File: config.mk
export PLATFORM = sky130hd
export DESIGN_NAME = source_token_lexer_unit
export DESIGN_NICKNAME = d
export VERILOG_FILES = /design/src/sv/stl_pkg.sv /design/src/sv/stl_front.sv /design/src/sv/stl_queue.sv /design/src/sv/stl_back.sv /design/src/sv/source_token_lexer_unit.sv
export SDC_FILE = /design/constraint.sdc
export NUM_CORES = 2
export LEC_CHECK = 0
export BUFFER_PORTS_ARGS = -buffer_cell sky130_fd_sc_hd__buf_4
export CAP_MARGIN = 20
export CELL_PAD_IN_SITES_DETAIL_PLACEMENT = 1
export CELL_PAD_IN_SITES_GLOBAL_PLACEMENT = 2
export CORE_MARGIN = 2
export CORE_UTILIZATION = 48
export DETAILED_ROUTE_END_ITERATION = 12
export PLACE_DENSITY_LB_ADDON = 0.08
export SYNTH_ARGS = -nofsm -noshare
export SYNTH_HDL_FRONTEND = slang
export SYNTH_SLANG_ARGS = --single-unit
File: constraint.sdc
create_clock -name aclk -period 40.7 [get_ports aclk]
set_input_delay 8.14 -clock aclk [delete_from_list [all_inputs] [get_ports aclk]]
set_output_delay 8.14 -clock aclk [all_outputs]
set_load 0.02 [all_outputs]
File: src/sv/stl_pkg.sv
// Shared types, codes and keyword ROM for the source token lexer.
package stl_pkg;

    // Result kinds
    localparam logic [3:0] KIND_IDENT   = 4'd0;
    localparam logic [3:0] KIND_KEYWORD = 4'd1;
    localparam logic [3:0] KIND_NUMBER  = 4'd2;
    localparam logic [3:0] KIND_CLOSE   = 4'd3;
    localparam logic [3:0] KIND_OP      = 4'd4;
    localparam logic [3:0] KIND_SYMBOL  = 4'd5;
    localparam logic [3:0] KIND_END     = 4'd6;
    localparam logic [3:0] KIND_CHAR    = 4'd7;
    localparam logic [3:0] KIND_ERROR   = 4'd8;

    // Error codes
    localparam logic ERR_UNTERMINATED = 1'b0;
    localparam logic ERR_BAD_CHAR     = 1'b1;

    // Operator and symbol codes
    localparam logic [4:0] P_NEQ_SLASH = 5'd0;
    localparam logic [4:0] P_EQ_EQ     = 5'd1;
    localparam logic [4:0] P_BANG_EQ   = 5'd2;
    localparam logic [4:0] P_LE        = 5'd3;
    localparam logic [4:0] P_GE        = 5'd4;
    localparam logic [4:0] P_ARROW     = 5'd5;
    localparam logic [4:0] P_PLUS      = 5'd6;
    localparam logic [4:0] P_MINUS     = 5'd7;
    localparam logic [4:0] P_STAR      = 5'd8;
    localparam logic [4:0] P_SLASH     = 5'd9;
    localparam logic [4:0] P_ASSIGN    = 5'd10;
    localparam logic [4:0] P_LT        = 5'd11;
    localparam logic [4:0] P_GT        = 5'd12;
    localparam logic [4:0] P_LPAREN    = 5'd13;
    localparam logic [4:0] P_RPAREN    = 5'd14;
    localparam logic [4:0] P_LBRACE    = 5'd15;
    localparam logic [4:0] P_RBRACE    = 5'd16;
    localparam logic [4:0] P_SEMI      = 5'd17;
    localparam logic [4:0] P_COMMA     = 5'd18;

    // Step records held between front and back
    localparam int QUEUE_DEPTH = 4;

    localparam logic [62:0] NUM_MAX = {63{1'b1}};

    typedef struct packed {
        logic [3:0]  kind;
        logic [31:0] start;
        logic [31:0] len;
        logic [3:0]  kwi;
        logic [4:0]  punct;
        logic [62:0] num;
        logic [7:0]  ch;
        logic        err;
    } stl_result_t;

    // One accepted input item: 1..3 results
    typedef struct packed {
        logic [1:0]             count;
        stl_result_t [2:0]      res;
    } stl_record_t;

    // Keyword ROM: UTF-8 text, right aligned, first byte highest
    localparam int ROM_ENTRIES = 12;
    localparam int ROM_ROW     = 28;

    localparam logic [7:0] KW_LEN [ROM_ENTRIES] = '{
        8'd27, 8'd10, 8'd2, 8'd10, 8'd12, 8'd19, 8'd25, 8'd17, 8'd23, 8'd13, 8'd17, 8'd7
    };

    localparam logic [8*ROM_ROW-1:0] KW_TEXT [ROM_ENTRIES] = '{
        224'hD0B8_D181_D0BF_2E_D0BA_D0BE_D0BC_D0B0_D0BD_D0B4_D183_2E_70_72_69_6E_74,
        224'hD0BF_D183_D181_D182_D18C,
        224'hD0B2,
        224'hD182_D0B0_D0BA_D0BE_D0BC,
        224'hD181_D0BB_D183_D187_D0B0_D0B5,
        224'hD0B8_D0BD_D0B0_D187_D0B5_2E_D0B5_D181_D0BB_D0B8,
        224'hD0BF_D0BE_D0B2_D182_D0BE_D180_D18F_D182_D18C_2E_D180_D0B0_D0B7,
        224'hD0B8_D181_D182_D0B8_D0BD_D0B0_2E_D0BE_D0BA,
        224'hD0BB_D0BE_D0B6_D18C_2E_D0BF_D0B0_D0B4_D0B5_D0BD_D0B8_D0B5,
        224'hD0B8_2E_D182_D0B0_D0BA_D0B6_D0B5,
        224'hD0B8_D0BB_D0B8_2E_D0B8_D0BD_D0B0_D187_D0B5,
        224'hD0BD_D0B5_2E_D0B0
    };

    // Byte k of keyword i; caller keeps k below the keyword length
    function automatic logic [7:0] kw_byte(input int i, input int k);
        kw_byte = KW_TEXT[i][8*(int'(KW_LEN[i]) - 1 - k) +: 8];
    endfunction

    function automatic stl_result_t mk_res(input logic [3:0] kind, input logic [31:0] start,
                                           input logic [31:0] len, input logic [3:0] kwi,
                                           input logic [4:0] punct, input logic [62:0] num,
                                           input logic [7:0] ch, input logic err);
        stl_result_t r;
        r.kind  = kind;
        r.start = start;
        r.len   = len;
        r.kwi   = kwi;
        r.punct = punct;
        r.num   = num;
        r.ch    = ch;
        r.err   = err;
        mk_res  = r;
    endfunction

endpackage

File: src/sv/stl_front.sv
// Front end: lexer state machine, one source byte or end command per cycle when in_fire is set, builds step records.
module stl_front #(
    parameter int POS_WIDTH         = 32,
    parameter int KEYWORD_COUNT     = 12,
    parameter int MAX_KEYWORD_BYTES = 32
) (
    input  logic                 aclk,
    input  logic                 aresetn,
    input  logic                 in_fire,
    input  logic                 in_cmd,
    input  logic [7:0]           in_byte,
    output logic                 push,
    output stl_pkg::stl_record_t push_rec
);

    localparam int NKW = (KEYWORD_COUNT < stl_pkg::ROM_ENTRIES) ? KEYWORD_COUNT
                                                                : stl_pkg::ROM_ENTRIES;
    localparam logic [POS_WIDTH-1:0] POS_MAX = {POS_WIDTH{1'b1}};

    // No two-byte operator formed
    localparam logic [4:0] TWO_NONE = 5'd31;

    // Lexer modes
    localparam logic [2:0] M_IDLE   = 3'd0;
    localparam logic [2:0] M_IDENT  = 3'd1;
    localparam logic [2:0] M_NUMBER = 3'd2;
    localparam logic [2:0] M_STRING = 3'd3;
    localparam logic [2:0] M_OP_ONE = 3'd4;
    localparam logic [2:0] M_OP_TWO = 3'd5;

    logic [2:0]           mode_reg, mode_next;
    logic [7:0]           held_reg, held_next;
    logic [POS_WIDTH-1:0] pos_reg, pos_next;
    logic [POS_WIDTH-1:0] begin_reg, begin_next;
    logic [31:0]          count_reg, count_next;
    logic [62:0]          acc_reg, acc_next;
    logic [NKW-1:0]       cand_reg, cand_next;
    logic                 esc_reg, esc_next;
    logic                 sink_reg, sink_next;

    // Candidates that still match after byte b at offset k
    function automatic logic [NKW-1:0] keep(input logic [NKW-1:0] mask,
                                            input logic [31:0] k, input logic [7:0] b);
        logic [NKW-1:0] r;
        r = '0;
        for (int i = 0; i < NKW; i++) begin
            if (mask[i] && k < 32'(stl_pkg::KW_LEN[i]) && k < 32'(MAX_KEYWORD_BYTES)
                && k < 32'(stl_pkg::ROM_ROW)
                && stl_pkg::kw_byte(i, int'(k[4:0])) == b) begin
                r[i] = 1'b1;
            end
        end
        keep = r;
    endfunction

    function automatic logic is_alpha(input logic [7:0] b);
        is_alpha = (b >= "a" && b <= "z") || (b >= "A" && b <= "Z") || b == "_" || b[7];
    endfunction

    function automatic logic is_digit(input logic [7:0] b);
        is_digit = b >= "0" && b <= "9";
    endfunction

    // Single-byte operator code, valid flag in bit 5
    function automatic logic [5:0] op_code(input logic [7:0] b);
        unique case (b)
            "+":     op_code = {1'b1, stl_pkg::P_PLUS};
            "-":     op_code = {1'b1, stl_pkg::P_MINUS};
            "*":     op_code = {1'b1, stl_pkg::P_STAR};
            "/":     op_code = {1'b1, stl_pkg::P_SLASH};
            "=":     op_code = {1'b1, stl_pkg::P_ASSIGN};
            "<":     op_code = {1'b1, stl_pkg::P_LT};
            ">":     op_code = {1'b1, stl_pkg::P_GT};
            default: op_code = 6'd0;
        endcase
    endfunction

    function automatic logic [5:0] sym_code(input logic [7:0] b);
        unique case (b)
            "(":     sym_code = {1'b1, stl_pkg::P_LPAREN};
            ")":     sym_code = {1'b1, stl_pkg::P_RPAREN};
            "{":     sym_code = {1'b1, stl_pkg::P_LBRACE};
            "}":     sym_code = {1'b1, stl_pkg::P_RBRACE};
            ";":     sym_code = {1'b1, stl_pkg::P_SEMI};
            ",":     sym_code = {1'b1, stl_pkg::P_COMMA};
            default: sym_code = 6'd0;
        endcase
    endfunction

    // Next-state and result assembly for one item
    always_comb begin
        logic [1:0]            n;
        stl_pkg::stl_result_t [2:0] res;
        logic                  fresh;
        logic                  found;
        logic [5:0]            oc;
        logic [5:0]            sc;
        logic [4:0]            two;
        logic [66:0]           t;
        logic [7:0]            ch;
        logic [POS_WIDTH-1:0]  p;

        n          = 2'd0;
        res        = '0;
        fresh      = 1'b0;
        found      = 1'b0;
        two        = TWO_NONE;
        t          = '0;
        ch         = '0;
        p          = pos_reg;
        mode_next  = mode_reg;
        held_next  = held_reg;
        pos_next   = pos_reg;
        begin_next = begin_reg;
        count_next = count_reg;
        acc_next   = acc_reg;
        cand_next  = cand_reg;
        esc_next   = esc_reg;
        sink_next  = sink_reg;
        oc         = op_code(held_reg);
        sc         = sym_code(in_byte);

        if (in_fire) begin
            if (in_cmd || in_byte == 8'd0) begin
                // Flush pending token, then end
                if (!sink_reg) begin
                    unique case (mode_reg)
                        M_IDENT: begin
                            for (int i = 0; i < NKW; i++) begin
                                if (!found && cand_reg[i]
                                    && 32'(stl_pkg::KW_LEN[i]) == count_reg) begin
                                    found = 1'b1;
                                    res[n] = stl_pkg::mk_res(stl_pkg::KIND_KEYWORD,
                                        32'(begin_reg), count_reg, 4'(i), '0, '0, '0, '0);
                                end
                            end
                            if (!found) begin
                                res[n] = stl_pkg::mk_res(stl_pkg::KIND_IDENT, 32'(begin_reg),
                                    count_reg, '0, '0, '0, '0, '0);
                            end
                            n = n + 2'd1;
                        end
                        M_NUMBER: begin
                            res[n] = stl_pkg::mk_res(stl_pkg::KIND_NUMBER, 32'(begin_reg),
                                count_reg, '0, '0, acc_reg, '0, '0);
                            n = n + 2'd1;
                        end
                        M_STRING: begin
                            res[n] = stl_pkg::mk_res(stl_pkg::KIND_ERROR, 32'(begin_reg),
                                count_reg, '0, '0, '0, '0, stl_pkg::ERR_UNTERMINATED);
                            n = n + 2'd1;
                        end
                        M_OP_ONE: begin
                            if (oc[5]) begin
                                res[n] = stl_pkg::mk_res(stl_pkg::KIND_OP, 32'(begin_reg),
                                    32'd1, '0, oc[4:0], '0, '0, '0);
                            end else begin
                                res[n] = stl_pkg::mk_res(stl_pkg::KIND_ERROR, 32'(begin_reg),
                                    32'd1, '0, '0, '0, '0, stl_pkg::ERR_BAD_CHAR);
                            end
                            n = n + 2'd1;
                        end
                        M_OP_TWO: begin
                            res[n] = stl_pkg::mk_res(stl_pkg::KIND_OP, 32'(begin_reg), 32'd1,
                                '0, stl_pkg::P_ASSIGN, '0, '0, '0);
                            n = n + 2'd1;
                            res[n] = stl_pkg::mk_res(stl_pkg::KIND_OP,
                                32'((begin_reg == POS_MAX) ? begin_reg : begin_reg + 1'b1),
                                32'd1, '0, stl_pkg::P_SLASH, '0, '0, '0);
                            n = n + 2'd1;
                        end
                        default: ;
                    endcase
                end
                res[n] = stl_pkg::mk_res(stl_pkg::KIND_END, 32'(pos_reg), '0, '0, '0, '0,
                                         '0, '0);
                n = n + 2'd1;
                mode_next  = M_IDLE;
                held_next  = '0;
                pos_next   = '0;
                begin_next = '0;
                count_next = '0;
                acc_next   = '0;
                cand_next  = '0;
                esc_next   = 1'b0;
                sink_next  = 1'b0;
            end else begin
                pos_next = (pos_reg == POS_MAX) ? pos_reg : pos_reg + 1'b1;
                if (!sink_reg) begin
                    unique case (mode_reg)
                        M_IDENT: begin
                            if (is_alpha(in_byte) || is_digit(in_byte) || in_byte == ".") begin
                                cand_next  = keep(cand_reg, count_reg, in_byte);
                                count_next = (&count_reg) ? count_reg : count_reg + 32'd1;
                            end else begin
                                for (int i = 0; i < NKW; i++) begin
                                    if (!found && cand_reg[i]
                                        && 32'(stl_pkg::KW_LEN[i]) == count_reg) begin
                                        found = 1'b1;
                                        res[n] = stl_pkg::mk_res(stl_pkg::KIND_KEYWORD,
                                            32'(begin_reg), count_reg, 4'(i), '0, '0, '0, '0);
                                    end
                                end
                                if (!found) begin
                                    res[n] = stl_pkg::mk_res(stl_pkg::KIND_IDENT,
                                        32'(begin_reg), count_reg, '0, '0, '0, '0, '0);
                                end
                                n = n + 2'd1;
                                fresh = 1'b1;
                            end
                        end
                        M_NUMBER: begin
                            if (is_digit(in_byte)) begin
                                t = ({4'd0, acc_reg} << 3) + ({4'd0, acc_reg} << 1)
                                    + 67'(in_byte - 8'h30);
                                acc_next   = (t > 67'(stl_pkg::NUM_MAX)) ? stl_pkg::NUM_MAX
                                                                         : t[62:0];
                                count_next = (&count_reg) ? count_reg : count_reg + 32'd1;
                            end else begin
                                res[n] = stl_pkg::mk_res(stl_pkg::KIND_NUMBER, 32'(begin_reg),
                                    count_reg, '0, '0, acc_reg, '0, '0);
                                n = n + 2'd1;
                                fresh = 1'b1;
                            end
                        end
                        M_STRING: begin
                            if (esc_reg) begin
                                esc_next = 1'b0;
                                ch = (in_byte == "n") ? 8'd10 : ((in_byte == "t") ? 8'd9
                                                                                  : in_byte);
                                res[n] = stl_pkg::mk_res(stl_pkg::KIND_CHAR,
                                    32'(pos_reg - 1'b1), 32'd1, '0, '0, '0, ch, '0);
                                n = n + 2'd1;
                                count_next = (&count_reg) ? count_reg : count_reg + 32'd1;
                            end else if (in_byte == "\"") begin
                                res[n] = stl_pkg::mk_res(stl_pkg::KIND_CLOSE, 32'(begin_reg),
                                    count_reg, '0, '0, '0, '0, '0);
                                n = n + 2'd1;
                                mode_next = M_IDLE;
                            end else if (in_byte == "\\") begin
                                esc_next = 1'b1;
                            end else begin
                                res[n] = stl_pkg::mk_res(stl_pkg::KIND_CHAR, 32'(pos_reg),
                                    32'd1, '0, '0, '0, in_byte, '0);
                                n = n + 2'd1;
                                count_next = (&count_reg) ? count_reg : count_reg + 32'd1;
                            end
                        end
                        M_OP_ONE: begin
                            if (held_reg == "=" && in_byte == "/") begin
                                mode_next = M_OP_TWO;
                            end else begin
                                if (in_byte == "=") begin
                                    unique case (held_reg)
                                        "=":     two = stl_pkg::P_EQ_EQ;
                                        "!":     two = stl_pkg::P_BANG_EQ;
                                        "<":     two = stl_pkg::P_LE;
                                        ">":     two = stl_pkg::P_GE;
                                        default: two = TWO_NONE;
                                    endcase
                                end else if (in_byte == ">" && held_reg == "=") begin
                                    two = stl_pkg::P_ARROW;
                                end
                                mode_next = M_IDLE;
                                if (two != TWO_NONE) begin
                                    res[n] = stl_pkg::mk_res(stl_pkg::KIND_OP, 32'(begin_reg),
                                        32'd2, '0, two, '0, '0, '0);
                                    n = n + 2'd1;
                                end else if (oc[5]) begin
                                    res[n] = stl_pkg::mk_res(stl_pkg::KIND_OP, 32'(begin_reg),
                                        32'd1, '0, oc[4:0], '0, '0, '0);
                                    n = n + 2'd1;
                                    fresh = 1'b1;
                                end else begin
                                    // lone '!': error, this byte is dropped
                                    res[n] = stl_pkg::mk_res(stl_pkg::KIND_ERROR,
                                        32'(begin_reg), 32'd1, '0, '0, '0, '0,
                                        stl_pkg::ERR_BAD_CHAR);
                                    n = n + 2'd1;
                                    sink_next = 1'b1;
                                end
                            end
                        end
                        M_OP_TWO: begin
                            mode_next = M_IDLE;
                            if (in_byte == "=") begin
                                res[n] = stl_pkg::mk_res(stl_pkg::KIND_OP, 32'(begin_reg),
                                    32'd3, '0, stl_pkg::P_NEQ_SLASH, '0, '0, '0);
                                n = n + 2'd1;
                            end else begin
                                res[n] = stl_pkg::mk_res(stl_pkg::KIND_OP, 32'(begin_reg),
                                    32'd1, '0, stl_pkg::P_ASSIGN, '0, '0, '0);
                                n = n + 2'd1;
                                res[n] = stl_pkg::mk_res(stl_pkg::KIND_OP,
                                    32'((begin_reg == POS_MAX) ? begin_reg : begin_reg + 1'b1),
                                    32'd1, '0, stl_pkg::P_SLASH, '0, '0, '0);
                                n = n + 2'd1;
                                fresh = 1'b1;
                            end
                        end
                        default: fresh = 1'b1;
                    endcase
                end

                // Start a token at this byte
                if (fresh) begin
                    mode_next = M_IDLE;
                    oc = op_code(in_byte);
                    if (in_byte == " " || in_byte == 8'd9 || in_byte == 8'd10
                        || in_byte == 8'd13) begin
                        mode_next = M_IDLE;
                    end else if (is_alpha(in_byte)) begin
                        mode_next  = M_IDENT;
                        begin_next = p;
                        count_next = 32'd1;
                        cand_next  = keep({NKW{1'b1}}, 32'd0, in_byte);
                    end else if (is_digit(in_byte)) begin
                        mode_next  = M_NUMBER;
                        begin_next = p;
                        count_next = 32'd1;
                        acc_next   = 63'(in_byte - 8'h30);
                    end else if (in_byte == "\"") begin
                        mode_next  = M_STRING;
                        begin_next = p;
                        count_next = 32'd0;
                        esc_next   = 1'b0;
                    end else if (in_byte == "=" || in_byte == "<" || in_byte == ">"
                                 || in_byte == "!") begin
                        mode_next  = M_OP_ONE;
                        held_next  = in_byte;
                        begin_next = p;
                    end else if (oc[5]) begin
                        res[n] = stl_pkg::mk_res(stl_pkg::KIND_OP, 32'(p), 32'd1, '0,
                                                 oc[4:0], '0, '0, '0);
                        n = n + 2'd1;
                    end else if (sc[5]) begin
                        res[n] = stl_pkg::mk_res(stl_pkg::KIND_SYMBOL, 32'(p), 32'd1, '0,
                                                 sc[4:0], '0, '0, '0);
                        n = n + 2'd1;
                    end else begin
                        res[n] = stl_pkg::mk_res(stl_pkg::KIND_ERROR, 32'(p), 32'd1, '0,
                                                 '0, '0, '0, stl_pkg::ERR_BAD_CHAR);
                        n = n + 2'd1;
                        sink_next = 1'b1;
                    end
                end
            end
        end

        push           = in_fire && (n != 2'd0);
        push_rec.count = n;
        push_rec.res   = res;
    end

    // Lexer state
    always_ff @(posedge aclk) begin
        if (!aresetn) begin
            mode_reg  <= M_IDLE;
            held_reg  <= '0;
            pos_reg   <= '0;
            begin_reg <= '0;
            count_reg <= '0;
            acc_reg   <= '0;
            cand_reg  <= '0;
            esc_reg   <= 1'b0;
            sink_reg  <= 1'b0;
        end else begin
            mode_reg  <= mode_next;
            held_reg  <= held_next;
            pos_reg   <= pos_next;
            begin_reg <= begin_next;
            count_reg <= count_next;
            acc_reg   <= acc_next;
            cand_reg  <= cand_next;
            esc_reg   <= esc_next;
            sink_reg  <= sink_next;
        end
    end

endmodule

File: src/sv/stl_queue.sv
// Step record queue between the lexer front end and the result back end.
module stl_queue (
    input  logic                 aclk,
    input  logic                 aresetn,
    input  logic                 push,
    input  stl_pkg::stl_record_t push_rec,
    input  logic                 pop,
    output logic                 full,
    output logic                 head_valid,
    output stl_pkg::stl_record_t head_rec
);

    localparam int AW = $clog2(stl_pkg::QUEUE_DEPTH);

    stl_pkg::stl_record_t mem_reg [stl_pkg::QUEUE_DEPTH];
    logic [AW-1:0] wr_reg, rd_reg;
    logic [AW:0]   cnt_reg;

    assign full       = cnt_reg == (AW+1)'(stl_pkg::QUEUE_DEPTH);
    assign head_valid = cnt_reg != '0;
    assign head_rec   = mem_reg[rd_reg];

    // Storage
    always_ff @(posedge aclk) begin
        if (push) begin
            mem_reg[wr_reg] <= push_rec;
        end
    end

    // Pointers and fill count
    always_ff @(posedge aclk) begin
        if (!aresetn) begin
            wr_reg  <= '0;
            rd_reg  <= '0;
            cnt_reg <= '0;
        end else begin
            if (push) wr_reg <= wr_reg + 1'b1;
            if (pop)  rd_reg <= rd_reg + 1'b1;
            cnt_reg <= cnt_reg + (AW+1)'(push) - (AW+1)'(pop);
        end
    end

    a_no_overflow: assert property (@(posedge aclk) disable iff (!aresetn)
        cnt_reg <= (AW+1)'(stl_pkg::QUEUE_DEPTH))
        else $error("queue count beyond depth");

    a_no_underflow: assert property (@(posedge aclk) disable iff (!aresetn)
        pop |-> head_valid)
        else $error("queue popped while empty");

endmodule

File: src/sv/stl_back.sv
// Back end: unpacks step records into single result transactions.
module stl_back (
    input  logic                 aclk,
    input  logic                 aresetn,
    input  logic                 head_valid,
    input  stl_pkg::stl_record_t head_rec,
    output logic                 pop,
    output logic                 m_tvalid,
    input  logic                 m_tready,
    output logic [151:0]         m_tdata,
    output logic [3:0]           m_tuser,
    output logic                 m_tlast
);

    logic [1:0]           idx_reg;
    logic                 ov_reg;
    stl_pkg::stl_result_t out_reg;
    logic                 last_reg;
    logic                 load;
    logic                 is_last;

    assign load    = !ov_reg || m_tready;
    assign is_last = idx_reg == head_rec.count - 2'd1;
    assign pop     = load && head_valid && is_last;

    // Output register
    always_ff @(posedge aclk) begin
        if (!aresetn) begin
            ov_reg  <= 1'b0;
            idx_reg <= '0;
        end else if (load) begin
            ov_reg <= head_valid;
            if (head_valid) begin
                idx_reg <= is_last ? 2'd0 : idx_reg + 2'd1;
            end
        end
    end

    always_ff @(posedge aclk) begin
        if (load && head_valid) begin
            out_reg  <= head_rec.res[idx_reg];
            last_reg <= is_last;
        end
    end

    assign m_tvalid = ov_reg;
    assign m_tuser  = out_reg.kind;
    assign m_tlast  = last_reg;
    assign m_tdata  = {7'd0, out_reg.err, out_reg.ch, out_reg.num, out_reg.punct,
                       out_reg.kwi, out_reg.len, out_reg.start};

endmodule

File: src/sv/source_token_lexer_unit.sv
// Top level of the streaming source token lexer.
// Takes one source byte or end command per cycle while the four-entry step queue has room;
// each item yields zero to three results, which leave one per cycle through the output
// register, so throughput is one item per cycle unless items average more than one result
// or the sink stalls. The lexer state machine builds each item's record combinationally;
// the record is written into the step queue, then moves from its head into the output register.
module source_token_lexer_unit #(
    parameter int POS_WIDTH         = 32,
    parameter int KEYWORD_COUNT     = 12,
    parameter int MAX_KEYWORD_BYTES = 32
) (
    input  logic         aclk,
    input  logic         aresetn,
    input  logic         s_tvalid,
    output logic         s_tready,
    input  logic [7:0]   s_tdata,   // [7:0] source_byte
    input  logic [0:0]   s_tuser,   // [0] command
    output logic         m_tvalid,
    input  logic         m_tready,
    output logic [151:0] m_tdata,   // start_pos, token_length, keyword_index, punct_code,
                                    // number_value, char_value, error_code, zero pad
    output logic [3:0]   m_tuser,   // [3:0] token_kind
    output logic         m_tlast    // last_of_run
);

    logic                 full;
    logic                 in_fire;
    logic                 push;
    logic                 pop;
    logic                 head_valid;
    stl_pkg::stl_record_t push_rec;
    stl_pkg::stl_record_t head_rec;

    assign s_tready = !full;
    assign in_fire  = s_tvalid && s_tready;

    stl_front #(
        .POS_WIDTH         (POS_WIDTH),
        .KEYWORD_COUNT     (KEYWORD_COUNT),
        .MAX_KEYWORD_BYTES (MAX_KEYWORD_BYTES)
    ) u_front (
        .aclk     (aclk),
        .aresetn  (aresetn),
        .in_fire  (in_fire),
        .in_cmd   (s_tuser[0]),
        .in_byte  (s_tdata),
        .push     (push),
        .push_rec (push_rec)
    );

    stl_queue u_queue (
        .aclk       (aclk),
        .aresetn    (aresetn),
        .push       (push),
        .push_rec   (push_rec),
        .pop        (pop),
        .full       (full),
        .head_valid (head_valid),
        .head_rec   (head_rec)
    );

    stl_back u_back (
        .aclk       (aclk),
        .aresetn    (aresetn),
        .head_valid (head_valid),
        .head_rec   (head_rec),
        .pop        (pop),
        .m_tvalid   (m_tvalid),
        .m_tready   (m_tready),
        .m_tdata    (m_tdata),
        .m_tuser    (m_tuser),
        .m_tlast    (m_tlast)
    );

    a_end_is_last: assert property (@(posedge aclk) disable iff (!aresetn)
        (m_tvalid && m_tuser == stl_pkg::KIND_END) |-> m_tlast)
        else $error("end token not last of its run");

    a_kind_range: assert property (@(posedge aclk) disable iff (!aresetn)
        m_tvalid |-> (m_tuser <= stl_pkg::KIND_ERROR))
        else $error("token kind out of range");

    a_end_len: assert property (@(posedge aclk) disable iff (!aresetn)
        (m_tvalid && m_tuser == stl_pkg::KIND_END) |-> (m_tdata[63:32] == 32'd0))
        else $error("end token with nonzero length");

endmodule

Word level (Yosys, flattened, before mapping) --
Memories as Yosys holds them, arrays and structs flattened. A register that Yosys moved wholly into a read port is not among the register bits. Index checks and enable logic that the tools add are counted.
Word-level totals: register bits 344, RAM bits 1796, bits of input ports 13, output and inout port bits 159, word-level logic and storage cells 663, memories kept 1
Cells by class: add/subtract/negate cells 26, $lt $le $gt $ge 24, eq/ne operators 74, shifts and indexed selects 12, muxes and demuxes 348, reductions and logical operators 155
Memory list:
- u_queue.mem_reg | words 4, width 449, rd ports 1, clocked after Yosys merged registers in 1, wr ports 1, line stl_queue.sv:15 | stl_pkg::stl_record_t mem_reg [stl_pkg::QUEUE_DEPTH];
Operators by type and width (number):
- 447-bit two-way mux | 10
- 146-bit two-way mux | 24
- 224-bit by 32-bit variable part select with 8-bit output, first input constant | 12
- 447-bit bitwise mux | 4
- 298-bit two-way mux | 6
- 149-bit case mux with 5 select lines | 2
- 149-bit two-way mux | 9
- 148-bit two-way mux | 5
- 32-bit two-way mux | 23
- 149-bit demux with 2-bit select | 2
- 63-bit two-way mux | 9
- 149-bit binary-select mux with 2-bit select | 1
- 32-bit by 5-bit less-than comparator with 1-bit output, second input constant | 6
- 1-bit two-way mux | 185
- 8-bit by 6-bit equality test with 1-bit output, second input constant | 23
- 5-bit by 32-bit equality test with 1-bit output, first input constant | 5
- 147-bit two-way mux | 1
- 1-bit logical AND | 104
- 32-bit by 1-bit adder with 32-bit output, second input constant | 3
- 4-bit by 32-bit equality test with 1-bit output, first input constant | 3
- 8-bit equality test | 12
- 32-bit by 4-bit less-than comparator with 1-bit output, second input constant | 3
- 32-bit case mux with 3 select lines | 1
- 12-bit two-way mux | 7
- 62 further kinds | 179

Longest topological paths before layout --
depth in word-level cells 128, depth in mapped cells 21, gate-level depth less buffers 19

By module --
From an unflattened synthesis, not the netlist that was laid out.
Unflattened totals: cell total of the unflattened synthesis 6912, area total of the unflattened synthesis 100035.9 um^2
Modules (own cells, without submodules):
- stl_queue | times used 1, cells each 2387, area an instance 65267.6 um^2, seq. area each 54111.9 um^2
- stl_front | times used 1, cells each 3844, area an instance 26908.3 um^2, seq. area each 3683.5 um^2
- stl_back | times used 1, cells each 679, area an instance 7850.0 um^2, seq. area each 4564.4 um^2
- source_token_lexer_unit | times used 1, cells each 2, area an instance 10.0 um^2, seq. area each 0.0 um^2

Worst setup path after synthesis --
OpenSTA, ideal clock, no wires.
path kind input to register, from input port s_tdata[4], to memory u_queue.mem_reg[0][0] (netlist name), enable pin, arrival time 21179 ps, path slack 18657 ps, stages 14, path through clkbuf_1 > inv_2 > ha_1 > nor3b_2 > nand4_1 > o21a_1 > or3_1 > o21ai_0 > a21oi_1 > ha_1 > mux2_2 > a21oi_1 > nor2_1 > nor2b_1
RTL lines:
- from (decl) | line source_token_lexer_unit.sv:16 | input logic [7:0] s_tdata,
- to (decl) | line stl_queue.sv:15

==> results.yml <==
outcome:
  outcome: "completed"
global_routing:
  grt_pass1_wl_um: 313000
  grt_pass1_vias: 46200
  globalRouteOverflowTotal: 0
  grtUsageTotal_pct: 30.4
  antenna_found_initial: 13
  grt_max_degree: 156
pwr:
  p_leak_nw: 24.9
  power.total_mw: 4.00
  p_per_area_nw_per_um2: 55.2
  irDropWorstVdd_uv: 138
final_layout:
  final_cell_mix: "edfxtp_1 (1090), nand2_1 (442), a21oi_1 (340)"
  layout_commonest_cell: "edfxtp_1"
  multiInputGateArea_um2: 26600
  largest_reg_flops: 940
  drive_gt1_share_pct: 14.6
  stdcell_area_um2: 72400
  regArea_um2: 36700
  num-nets-final: 5504
  area_growth_pct: 11.5
  n_fill_cell: 13500
yosys:
  yosysUniqueCellTypes: 102
  async_flop_share_pct: 0
  avgSynthCellArea_um2: 12.2
  ys_seq_elements: 1286
  syn_inst: 5304
  synth-edff-count: 1090
  syn_area_um2: 64900
  synthFlopType: "edfxtp_1"
  seq_area_frac_synth_pct: 56.4
  yosysWarningCount: 0
drt:
  routed-via-count: 46500
  firstDrtPassIters: 5
  ant_nets: 0
  drcViolationCount: 0
  avgViaCountPerCell: 6.45
  drtIter0Drc: 5015
  wl_um: 210000
  avgRoutedWirePerCell_um: 29.2
setup_path:
  cp_max_fo: 64
  cp_data_required_time_ps: 41100
  crit_type: "input pin to flop"
  cp.arrival_ps: 14440
  critPathLaunchType: "input pin"
  end_kind: "flop"
sta:
  finalWorstSetupSlack_ps: 26660
  hold_violations: 0
  rsz0062_at_grt: "false"
  max_freq_ghz: 0.0712
  skew_ps: 64.8
  finalCriticalPeriod_ps: 14040
  final_max_slew_viol_count: 0
  tightest_slew_ps: 1150
  period_share_pct: 34.5
  max_slew_margin_pct: 22.8
  setup_tns_ps: 0
  setup_viol: 0
floorplanning:
  fp.dieArea_um2: 138000
  die_w_um: 372
  rows: 134
  core_um2: 134000
  die-height_um: 372
  start_util_pct: 48.5
  io_pins: 172
clock_tree:
  numClockSinks: 1286
  cts_root_buf: "clkbuf_16"
  cts_tree: "yes"
  clk_path_buf_depth: 3
  cts_made_buffers: 140
  clk_pin_slew_worst_paths_ps: 50
  cts.htree.levels: 4
  post_cts_buffers: 0
  cts_resized: 0
  ctsHoldBuffers: 0
  clock_latency_ps: 810
placed_design:
  port_buffers: 164
  dpl.hpwl_um: 144000
  place_area_um2: 67800
  gp_congestion: 0.893
  place_ws_ps: 25850
hold_path:
  hp-class: "flop to flop"
flow_run:
  max_cap_violations: 0
-- worst max-delay path, cell delays in order --
cell and delay, ps:
buf_4 310, clkinv_1 380, ha_1 390, inv_1 80, o21ai_0 80, o211ai_1 100
a31o_2 250, nand3_1 470, nor4_2 360, buf_4 240, mux2_2 350, a21oi_1 350
nor2_1 350, nor2b_4 790, buf_4 790, buf_4 860
-- per-layer routing --
| metal | wire [um] | vias up | GRT usage, % | part of all wire (%) |
|---|---|---|---|---|
| met5 | 41 | - | 0 | 0.020 |
| met3 | 17200 | 204 | 6.03 | 8.2 |
| met1 | 98500 | 24300 | 47.3 | 47 |
| li1 | - | 20300 | - | - |
| met2 | 91500 | 1695 | 44.2 | 44 |
| met4 | 2890 | 6 | 5.76 | 1.4 |
-- synthesized netlist by cell type (all sizes together) (85+ instances only) --
master	count	area, um2
mux4	235	5290
o21ai	293	1470
nand3	151	756
nor3	155	791
xnor2	127	1110
clkbuf	285	1070
xor2	85	744
a21oi	346	1750
nor2	338	1290
dfxtp	196	3920
nand2	443	1660
ha	103	1290
and2	256	1600
edfxtp	1090	32700
buf	115	553
a221oi	94	836
-- stage by stage --
step	hold WS, ps	util (%)	instances
final	480	54.0	7206
after floorplan	431	-	5310
after global routing	498	54.0	7204
after global placement	458	50.6	6939
after CTS	470	54.0	7190
after detailed placement	465	50.6	6939
-- cell families (layout without fill, tap and decap cells) --
logic type / after synthesis / in the layout / synth area share [%]
muxes: 291 / 291 / 9.02
xor gates and xnor gates: 212 / 212 / 2.86
other: 1 / 11 / 0.00577
AOI/OAI and AO/OA: 1219 / 1219 / 12.2
buffers and inverters: 478 / 602 / 2.95
adders and majority gates: 167 / 167 / 3.94
DFF: 1286 / 1286 / 56.4
and+or+nand+nor: 1650 / 1650 / 12.6
-- where the power goes --
group | internal (mW) | total, mW | switching, mW
Clock | 0.705 | 1.26 | 0.551
Sequential | 1.67 | 1.75 | 0.0771
Combinational | 0.381 | 0.992 | 0.611
Total | 2.76 | 4.00 | 1.24
-- area by class of cell --
class                           count  share of cell area (%)
Antenna cell                        4                  0.0138
Multi-Input combinational cell   3546                    36.7
Clock buffer                      189                    5.25
Clock inverter                     62                    1.01
Inverter                           78                   0.406
Timing Repair Buffer              273                    2.93
Tap cell                         1768                    3.06
Sequential cell                  1286                    50.7
-- worst paths after layout --
check                           start  slack, ps  cells after the start                endpoint
hold / removal    u_front.held_reg[3]        480                      2     u_front.held_reg[3]
setup reg to reg  u_front.mode_reg[0]      33950                     13  u_queue.mem_reg[1][64]
setup / recovery           s_tdata[5]      26660                     16  u_queue.mem_reg[1][64]
hold reg to reg   u_front.held_reg[3]        480                      2     u_front.held_reg[3]
No activity file was read; power rests on OpenSTA's default activity.
